### src/hw/rtl/met_pkg.sv
// ----------------------------------------------------------------------------
// met_pkg
// operation, mark and status codes shared by the edge table design
// ----------------------------------------------------------------------------
package met_pkg;

  localparam int FUNC_W   = 3;
  localparam int MARK_W   = 2;
  localparam int WEIGHT_W = 16;
  localparam int DEG_W    = 7;
  localparam int STAT_W   = 2;
  localparam int PORT_NODE_W = 8;

  localparam logic [FUNC_W-1:0] FUNC_ADD     = 3'd0;
  localparam logic [FUNC_W-1:0] FUNC_REMOVE  = 3'd1;
  localparam logic [FUNC_W-1:0] FUNC_SETMARK = 3'd2;
  localparam logic [FUNC_W-1:0] FUNC_LOOKUP  = 3'd3;
  localparam logic [FUNC_W-1:0] FUNC_DEGREE  = 3'd4;

  localparam logic [MARK_W-1:0] MARK_ARROW = 2'd1;

  localparam logic [STAT_W-1:0] STAT_OK      = 2'd0;
  localparam logic [STAT_W-1:0] STAT_FULL    = 2'd1;
  localparam logic [STAT_W-1:0] STAT_MISSING = 2'd2;

  localparam logic [DEG_W-1:0] DEG_MAX = 7'd127;

  typedef logic [MARK_W-1:0]   mark_t;
  typedef logic [WEIGHT_W-1:0] weight_t;

endpackage

### src/hw/rtl/met_ram.sv
// ----------------------------------------------------------------------------
// met_ram
// generic single write port, single read port ram with registered read data
// ----------------------------------------------------------------------------
module met_ram #(
  parameter int WIDTH = 36,
  parameter int DEPTH = 64
) (
  input  logic                     clk,
  input  logic                     we,
  input  logic [$clog2(DEPTH)-1:0] waddr,
  input  logic [WIDTH-1:0]         wdata,
  input  logic [$clog2(DEPTH)-1:0] raddr,
  output logic [WIDTH-1:0]         rdata
);

  logic [WIDTH-1:0] mem [DEPTH];

  always_ff @(posedge clk) begin
    if (we) begin
      mem[waddr] <= wdata;
    end
    rdata <= mem[raddr];
  end

endmodule

### src/hw/rtl/marked_edge_table.sv
// ----------------------------------------------------------------------------
// marked_edge_table
// dense table of marked, weighted graph edges with add, remove, set marks,
// lookup and in-degree operations; one ram scanned by a shared comparator
// ----------------------------------------------------------------------------
//
//  channel  | ports                                         | dir | handshake
//  ---------+-----------------------------------------------+-----+----------
//  input    | in_func in_node_a in_node_b in_mark_a         | in  | in_valid /
//           | in_mark_b in_weight_in                        |     | in_ready
//  result   | out_found out_mark_a_out out_mark_b_out       | out | out_valid /
//           | out_weight_out out_degree out_status          |     | out_ready
//
//  a scan runs to the end of the table for a miss or an in-degree; a pair hit
//  stops it at the matching slot, and a remove that hits a slot other than the
//  last adds a move step that copies the last entry into the freed slot.
//  the scan reads one table entry per cycle through the single ram read port.
//  unused func codes skip the scan and go straight to the result step.
//  in_ready is high only while idle; a finished result waits in the output
//  register, and the sequencer holds its result until that register frees.
//  reset (synchronous, active low) empties the table; no clearing pass.
// ----------------------------------------------------------------------------
module marked_edge_table
  import met_pkg::*;
#(
  parameter int MAX_EDGES = 64,
  parameter int NODE_BITS = 8
) (
  input  logic                   clk,
  input  logic                   rst_n,
  // input channel
  input  logic                   in_valid,
  output logic                   in_ready,
  input  logic [FUNC_W-1:0]      in_func,
  input  logic [PORT_NODE_W-1:0] in_node_a,
  input  logic [PORT_NODE_W-1:0] in_node_b,
  input  logic [MARK_W-1:0]      in_mark_a,
  input  logic [MARK_W-1:0]      in_mark_b,
  input  logic [WEIGHT_W-1:0]    in_weight_in,
  // result channel
  output logic                   out_valid,
  input  logic                   out_ready,
  output logic                   out_found,
  output logic [MARK_W-1:0]      out_mark_a_out,
  output logic [MARK_W-1:0]      out_mark_b_out,
  output logic [WEIGHT_W-1:0]    out_weight_out,
  output logic [DEG_W-1:0]       out_degree,
  output logic [STAT_W-1:0]      out_status
);

  // stored node width: the ports carry 8 bits, masked down to NODE_BITS
  localparam int SB = (NODE_BITS < PORT_NODE_W) ? NODE_BITS : PORT_NODE_W;
  localparam int AW = $clog2(MAX_EDGES);
  localparam int CW = $clog2(MAX_EDGES + 1);
  // entry layout: {weight, second mark, first mark, second node, first node}
  localparam int EW    = 2 * SB + 2 * MARK_W + WEIGHT_W;
  localparam int S_LO  = SB;
  localparam int FM_LO = 2 * SB;
  localparam int SM_LO = 2 * SB + MARK_W;
  localparam int W_LO  = 2 * SB + 2 * MARK_W;

  localparam logic [CW-1:0] COUNT_FULL = CW'(MAX_EDGES);

  // sequencer states
  localparam logic [2:0] S_IDLE = 3'd0;
  localparam logic [2:0] S_SCAN = 3'd1;
  localparam logic [2:0] S_ACT  = 3'd2;
  localparam logic [2:0] S_MOVE = 3'd3;
  localparam logic [2:0] S_FIN  = 3'd4;

  // control
  logic [2:0]    state_r, state_nxt;
  logic [CW-1:0] count_r, count_nxt;
  logic [CW-1:0] issue_r, issue_nxt;
  logic          pend_r, pend_nxt;
  logic          out_valid_r, out_valid_nxt;

  // operation payload
  logic [FUNC_W-1:0] func_r, func_nxt;
  logic [SB-1:0]     a_r, a_nxt;
  logic [SB-1:0]     b_r, b_nxt;
  mark_t             ma_r, ma_nxt;
  mark_t             mb_r, mb_nxt;
  weight_t           w_r, w_nxt;
  logic [AW-1:0]     pidx_r, pidx_nxt;
  logic              found_r, found_nxt;
  logic [AW-1:0]     hit_idx_r, hit_idx_nxt;
  logic [EW-1:0]     hit_r, hit_nxt;
  logic [DEG_W-1:0]  deg_r, deg_nxt;
  logic [STAT_W-1:0] status_r, status_nxt;

  // result register
  logic              out_found_r, out_found_nxt;
  mark_t             out_ma_r, out_ma_nxt;
  mark_t             out_mb_r, out_mb_nxt;
  weight_t           out_w_r, out_w_nxt;
  logic [DEG_W-1:0]  out_deg_r, out_deg_nxt;
  logic [STAT_W-1:0] out_status_r, out_status_nxt;

  // ram
  logic          ram_we;
  logic [AW-1:0] ram_waddr;
  logic [EW-1:0] ram_wdata;
  logic [AW-1:0] ram_raddr;
  logic [EW-1:0] ram_rdata;

  // scan compare
  logic [SB-1:0] rd_first, rd_second;
  mark_t         rd_smark;
  logic          pair_hit, arrow_hit, issue_left, issue_go;
  logic [AW-1:0] last_idx;

  // hit entry fields
  logic [SB-1:0] hit_first, hit_second;
  mark_t         hit_fmark, hit_smark;
  weight_t       hit_w;
  logic          hit_direct;

  logic [EW-1:0] new_entry, mark_entry;

  met_ram #(
    .WIDTH (EW),
    .DEPTH (MAX_EDGES)
  ) u_ram (
    .clk   (clk),
    .we    (ram_we),
    .waddr (ram_waddr),
    .wdata (ram_wdata),
    .raddr (ram_raddr),
    .rdata (ram_rdata)
  );

  assign rd_first  = ram_rdata[SB-1:0];
  assign rd_second = ram_rdata[S_LO +: SB];
  assign rd_smark  = ram_rdata[SM_LO +: MARK_W];

  assign hit_first  = hit_r[SB-1:0];
  assign hit_second = hit_r[S_LO +: SB];
  assign hit_fmark  = hit_r[FM_LO +: MARK_W];
  assign hit_smark  = hit_r[SM_LO +: MARK_W];
  assign hit_w      = hit_r[W_LO +: WEIGHT_W];
  // query order matches stored order (covers self loops too)
  assign hit_direct = (a_r == hit_first);

  assign new_entry  = {w_r, mb_r, ma_r, b_r, a_r};
  assign mark_entry = hit_direct ? {hit_w, mb_r, ma_r, hit_second, hit_first}
                                 : {hit_w, ma_r, mb_r, hit_second, hit_first};

  // the shared comparator: one entry per cycle against the query
  assign pair_hit = pend_r && (func_r inside {[FUNC_ADD:FUNC_LOOKUP]}) &&
                    (((a_r == rd_first) && (b_r == rd_second)) ||
                     ((a_r == rd_second) && (b_r == rd_first)));
  assign arrow_hit = pend_r && (func_r == FUNC_DEGREE) &&
                     (rd_second == a_r) && (rd_smark == MARK_ARROW);

  assign issue_left = (issue_r < count_r);
  assign issue_go   = (state_r == S_SCAN) && issue_left && !pair_hit;
  assign last_idx   = AW'(count_r - 1'b1);

  // the act state reads the last entry for a remove that moves it
  assign ram_raddr = (state_r == S_ACT) ? last_idx : issue_r[AW-1:0];

  always_comb begin
    state_nxt      = state_r;
    count_nxt      = count_r;
    issue_nxt      = issue_r;
    pend_nxt       = 1'b0;
    out_valid_nxt  = out_valid_r && !out_ready;
    func_nxt       = func_r;
    a_nxt          = a_r;
    b_nxt          = b_r;
    ma_nxt         = ma_r;
    mb_nxt         = mb_r;
    w_nxt          = w_r;
    pidx_nxt       = pidx_r;
    found_nxt      = found_r;
    hit_idx_nxt    = hit_idx_r;
    hit_nxt        = hit_r;
    deg_nxt        = deg_r;
    status_nxt     = status_r;
    out_found_nxt  = out_found_r;
    out_ma_nxt     = out_ma_r;
    out_mb_nxt     = out_mb_r;
    out_w_nxt      = out_w_r;
    out_deg_nxt    = out_deg_r;
    out_status_nxt = out_status_r;
    ram_we         = 1'b0;
    ram_waddr      = hit_idx_r;
    ram_wdata      = new_entry;

    case (state_r)
      S_IDLE: begin
        if (in_valid) begin
          func_nxt   = in_func;
          a_nxt      = in_node_a[SB-1:0];
          b_nxt      = in_node_b[SB-1:0];
          ma_nxt     = in_mark_a;
          mb_nxt     = in_mark_b;
          w_nxt      = in_weight_in;
          issue_nxt  = '0;
          found_nxt  = 1'b0;
          deg_nxt    = '0;
          status_nxt = STAT_OK;
          // unused codes skip the scan and report all zeros
          state_nxt  = (in_func inside {[FUNC_ADD:FUNC_DEGREE]}) ? S_SCAN : S_FIN;
        end
      end

      S_SCAN: begin
        // issue the next read while checking the one that just returned
        pend_nxt = issue_go;
        pidx_nxt = issue_r[AW-1:0];
        if (issue_go) begin
          issue_nxt = issue_r + 1'b1;
        end
        if (arrow_hit && (deg_r != DEG_MAX)) begin
          deg_nxt = deg_r + 1'b1;
        end
        if (pair_hit) begin
          found_nxt   = 1'b1;
          hit_idx_nxt = pidx_r;
          hit_nxt     = ram_rdata;
          state_nxt   = S_ACT;
        end else if (!pend_r && !issue_left) begin
          state_nxt = S_ACT;
        end
      end

      S_ACT: begin
        state_nxt = S_FIN;
        case (func_r)
          FUNC_ADD: begin
            if (found_r) begin
              ram_we = 1'b1;
            end else if (count_r == COUNT_FULL) begin
              status_nxt = STAT_FULL;
            end else begin
              ram_we    = 1'b1;
              ram_waddr = count_r[AW-1:0];
              count_nxt = count_r + 1'b1;
            end
          end
          FUNC_REMOVE: begin
            if (found_r) begin
              if (hit_idx_r != last_idx) begin
                // last entry is being read; it lands in the freed slot next
                state_nxt = S_MOVE;
              end else begin
                count_nxt = count_r - 1'b1;
              end
            end
          end
          FUNC_SETMARK: begin
            if (found_r) begin
              ram_we    = 1'b1;
              ram_wdata = mark_entry;
            end else begin
              status_nxt = STAT_MISSING;
            end
          end
          default: begin
          end
        endcase
      end

      S_MOVE: begin
        ram_we    = 1'b1;
        ram_wdata = ram_rdata;
        count_nxt = count_r - 1'b1;
        state_nxt = S_FIN;
      end

      S_FIN: begin
        // hand the result over once the output register is free
        if (!out_valid_r || out_ready) begin
          out_valid_nxt  = 1'b1;
          out_found_nxt  = found_r;
          out_deg_nxt    = deg_r;
          out_status_nxt = status_r;
          out_ma_nxt     = '0;
          out_mb_nxt     = '0;
          out_w_nxt      = '0;
          if ((func_r == FUNC_LOOKUP) && found_r) begin
            out_ma_nxt = hit_direct ? hit_fmark : hit_smark;
            out_mb_nxt = hit_direct ? hit_smark : hit_fmark;
            out_w_nxt  = hit_w;
          end
          state_nxt = S_IDLE;
        end
      end

      default: begin
        state_nxt = S_IDLE;
      end
    endcase
  end

  always_ff @(posedge clk) begin
    if (!rst_n) begin
      state_r     <= S_IDLE;
      count_r     <= '0;
      issue_r     <= '0;
      pend_r      <= 1'b0;
      out_valid_r <= 1'b0;
    end else begin
      state_r     <= state_nxt;
      count_r     <= count_nxt;
      issue_r     <= issue_nxt;
      pend_r      <= pend_nxt;
      out_valid_r <= out_valid_nxt;
    end
  end

  always_ff @(posedge clk) begin
    func_r       <= func_nxt;
    a_r          <= a_nxt;
    b_r          <= b_nxt;
    ma_r         <= ma_nxt;
    mb_r         <= mb_nxt;
    w_r          <= w_nxt;
    pidx_r       <= pidx_nxt;
    found_r      <= found_nxt;
    hit_idx_r    <= hit_idx_nxt;
    hit_r        <= hit_nxt;
    deg_r        <= deg_nxt;
    status_r     <= status_nxt;
    out_found_r  <= out_found_nxt;
    out_ma_r     <= out_ma_nxt;
    out_mb_r     <= out_mb_nxt;
    out_w_r      <= out_w_nxt;
    out_deg_r    <= out_deg_nxt;
    out_status_r <= out_status_nxt;
  end

  assign in_ready       = (state_r == S_IDLE);
  assign out_valid      = out_valid_r;
  assign out_found      = out_found_r;
  assign out_mark_a_out = out_ma_r;
  assign out_mark_b_out = out_mb_r;
  assign out_weight_out = out_w_r;
  assign out_degree     = out_deg_r;
  assign out_status     = out_status_r;

  // table never holds more than its capacity
  a_count_bound: assert property (@(posedge clk) disable iff (!rst_n)
    count_r <= COUNT_FULL)
    else $error("edge count above capacity");

  // the edge count only moves in the act or move steps
  a_count_move: assert property (@(posedge clk) disable iff (!rst_n)
    (count_r != $past(count_r)) && $past(rst_n) |->
      ($past(state_r) == S_ACT) || ($past(state_r) == S_MOVE))
    else $error("edge count changed outside act/move");

  // a degree result never comes with a pair match
  a_deg_found: assert property (@(posedge clk) disable iff (!rst_n)
    out_valid_r && (out_deg_r != '0) |-> !out_found_r)
    else $error("degree and found both set");

  // a full-table add is only flagged when the pair was absent
  a_full_found: assert property (@(posedge clk) disable iff (!rst_n)
    out_valid_r && (out_status_r == STAT_FULL) |-> !out_found_r)
    else $error("full status on an existing edge");

endmodule
### config.mk
export PLATFORM = sky130hd
export DESIGN_NAME = marked_edge_table
export DESIGN_NICKNAME = d
export VERILOG_FILES = /design/src/hw/rtl/met_pkg.sv /design/src/hw/rtl/met_ram.sv /design/src/hw/rtl/marked_edge_table.sv
export SDC_FILE = /design/constraint.sdc
export NUM_CORES = 2
export LEC_CHECK = 0
export BUFFER_PORTS_ARGS = -buffer_cell sky130_fd_sc_hd__buf_2
export CAP_MARGIN = 20
export CORE_MARGIN = 2
export CORE_UTILIZATION = 55
export CTS_BUF_LIST = sky130_fd_sc_hd__clkbuf_4 sky130_fd_sc_hd__clkbuf_8
export CTS_CLUSTER_SIZE = 14
export DETAILED_ROUTE_END_ITERATION = 7
export PLACE_DENSITY_LB_ADDON = 0.3
export SLEW_MARGIN = 20
export SYNTH_ARGS = -nofsm -noshare
export SYNTH_HDL_FRONTEND = slang
export SYNTH_SLANG_ARGS = --single-unit
### constraint.sdc
create_clock -name clk -period 10.5 [get_ports clk]
set_input_delay 0.525 -clock clk [delete_from_list [all_inputs] [get_ports clk]]
set_output_delay 0.525 -clock clk [all_outputs]
set_load 0.005 [all_outputs]
==> metrics.cfg <==
[critical_path]
slowest_delay_ns = 0.80
cp_max_fo = 46
slowest_stage = buf_4
crit_path_cell_trace = nor3b_2 -> buf_4 -> nor2_1 -> or2_4 -> buf_4 -> buf_4 -> mux2i_1 -> o22ai_1 -> or4_1 -> nor4_2
arrival_ns = 5.96
crit_start = state_r[0]$_SDFFE_PN0P_
critPathLaunchType = register
r2r_cells = 10
cpMostUsedCell = buf_4
r2r_start = state_r[0]$_SDFFE_PN0P_
critPathCapture = u_ram.rdata[24]$_DFF_P_
rr_endpoint = u_ram.rdata[24]$_DFF_P_
cp_data_required_time_ns = 11.46
worstSetupEndpointType = register
criticalPathCategory = reg -> reg
worst-path-stages = 10
rrSetupSlack_ns = 5.50
cp_top_family = simple AND/OR/NAND/NOR gates
cp.buffers_inverters = 3

[drt]
viasPerCell = 6.199
ant_nets = 0
wl_mm = 267.3
wl_per_cell_um = 28.04
drtIter0Drc = 8606
vias = 59090
drc = 0
dr.pass1.iters = 6

[floorplanning]
dieWidth_um = 428.4
ios = 75
coreArea_sq_um = 178800
rows = 155
die_y_um = 428.4
start_util_pct = 55.41
die_area_sq_um = 183600

[clock_tree]
post-cts-setup-buffer-count = 0
cts.root.buffer_cell = clkbuf_8
hold_buffers = 44
cts_resized = 0
cts_sinks = 2486
cts.path.max_buffers = 4
cts_buffers = 394
htreeDepth = 5
insertion_delay_ns = 1.08
clkTransAtPathRegs_ns = 0.06
tritoncts = done

[sta]
report.final.slew_viol_count = 0
holdWs_ns = 0.1752
worst_slack_ns = 5.500
relSlewSlack_pct = 18.56
fin_tns_setup_ns = 0
fin_crit_sh_pct = 47.62
min_period_ns = 5.000
tightest_slew_ns = 1.222
rsz0062_at_grt = false
hold_violations = 0
clock-skew-final_ns = 0.05821
timing.fmax_mhz = 200.0
setup_viol = 0

[yosys]
syn_inst = 6618
yosys-top-cells-count = edfxtp_1 (2431), nand2_1 (1189), mux2i_1 (872)
synth_seq_cells = 2486
synth_top_area_share_pct = 73.68
syn_avg_cell_area_sq_um = 14.97
synthArstFlopShare_pct = 0
yosysUniqueCellTypes = 64
ys_seq_area_share_pct = 74.79
synth_most_common_cell = edfxtp_1
synth_edf_count = 2431
yosys.area.top_type = edfxtp_1
synth_nets = 6671
ys_warn_count = 0
synth_ff_type = edfxtp_1
syn_area_sq_um = 99080
synthTopCellsByArea = edfxtp_1 (74%), mux2i_1 (8.8%), nand2_1 (4.5%)

[pwr]
leakage_nw = 42.40
peakVddDrop_uv = 149.4
p_per_area_nw_per_um2 = 183.2

[placed_design]
place_hpwl_mm = 128.0
preCtsSetupSlack_ns = 5.596
port_buffers = 74
gp_congestion = 0.8735
dpl_cell_area_sq_um = 102900

[layout]
fillers = 12840
syn_to_final_growth_pct = 11.87
layout-drive-gt1-share_pct = 15.32
fin_nets = 6942
seq_area_sq_um = 74100
fin_area_sq_um = 110800
fin_util_pct = 61.99
multi_input_area_sq_um = 24110

[global_routing]
grt_use_met3_pct = 5.297
grt_max_degree = 191
grt_pass1_wl_mm = 382.3
grt_overflow = 0
met2_usage_pct = 44.56
grt_util_all_layers_pct = 28.54
grt_busiest_layer = met2
gr-usage-met1_pct = 38.23
antenna_found_initial = 4
grt_pass1_vias = 56800

[min_path]
hp-class = in -> reg

[run_status]
outcome = finished, final reports clean

[flow_run]
maxCapViolCount = 0

## how the worst min path moves through the flow
stage,from,to,cells after the start
after floorplan,pidx_r[0]$_DFFE_PP_,hit_idx_r[0]$_DFFE_PP_,0
after global placement,status_r[0]$_SDFFCE_PN0P_,out_status[0]$_DFFE_PP_,0
after detailed placement,pidx_r[4]$_DFFE_PP_,hit_idx_r[4]$_DFFE_PP_,0
after CTS,in_node_a[2],a_r[2]$_DFFE_PP_,2
after global routing,in_weight_in[5],w_r[5]$_DFFE_PP_,2
final,in_weight_in[5],w_r[5]$_DFFE_PP_,2
## worst register-to-register path: cells and delay by family (launching register included)
family	cells	cell delay, ns
compound gates	1	0.10
buf+inv	3	1.84
flops	1	0.63
mux	1	0.28
simple gates	5	2.04
## through the flow
stage | power (W) | std cells
detailed placement | 0.01252 | 8804
CTS | 0.02036 | 9530
finish | 0.02031 | 9532
global placement | 0.01248 | 8803
global route | 0.02085 | 9531
floorplan | 0.01213 | 6618
## cells in the final DEF, fill, tap and decap left out, types with 16 or more instances in the layout
cell / Yosys / routed
a21boi_0: 71 / 71
a21oi_1: 231 / 231
a22oi_1: 72 / 72
and2_1: 18 / 16
buf_2: 106 / 74
buf_4: 21 / 140
clkbuf_4: 0 / 167
clkbuf_8: 0 / 412
clkinv_1: 2 / 62
clkinv_2: 0 / 31
dfxtp_1: 55 / 54
dlygate4sd3_1: 0 / 44
edfxtp_1: 2431 / 2431
mux2i_1: 872 / 872
nand2_1: 1189 / 1189
nand3_1: 597 / 596
nor2_1: 97 / 31
nor2_4: 0 / 66
nor4_2: 35 / 35
o21ai_0: 57 / 19
o21ai_4: 0 / 37
o22ai_1: 143 / 143
or2_2: 75 / 78
or4_1: 77 / 71
xor2_1: 46 / 46
## sequential cells by signal, indices dropped and copies added (netlist names), 3 cells and up
name,flops
u_ram.mem,2304
hit_r,36
u_ram.rdata,36
out_weight_out,16
w_r,16
a_r,8
b_r,8
count_r,7
deg_r,7
issue_r,7
out_degree,7
hit_idx_r,6
pidx_r,6
func_r,3
state_r,3
## layout make-up
| class | count | area share (%) |
|---|---|---|
| Sequential cell | 2486 | 66.86 |
| Multi-Input combinational cell | 3721 | 21.75 |
| Clock buffer | 579 | 6.247 |
| Tap cell | 2355 | 2.658 |
| Timing Repair Buffer | 269 | 1.878 |
| Clock inverter | 103 | 0.5475 |
| Inverter | 17 | 0.05757 |
| Antenna cell | 2 | 0.004515 |
## routing by layer
layer	up-vias	wire length [um]
met5	-	0
met2	3475	125100
met1	29460	99720
met3	652	27700
met4	0	14830
li1	25500	-
## power by group
group | internal [W] | switching [W]
combinational | 0.000288 | 0.000786
sequential | 0.0112 | 0.0000750
clock | 0.00434 | 0.00362
total | 0.0158 | 0.00448
## logic make-up after synthesis
family	synth area share [%]
adders and majority gates	0.1263
and+or+nand+nor	10.06
xor gates and xnor gates	0.5544
DFF	74.79
buffers and inverters	1.846
muxes	8.866
AOI/OAI and AO/OA	3.754
Power figures use the tool's default switching activity.
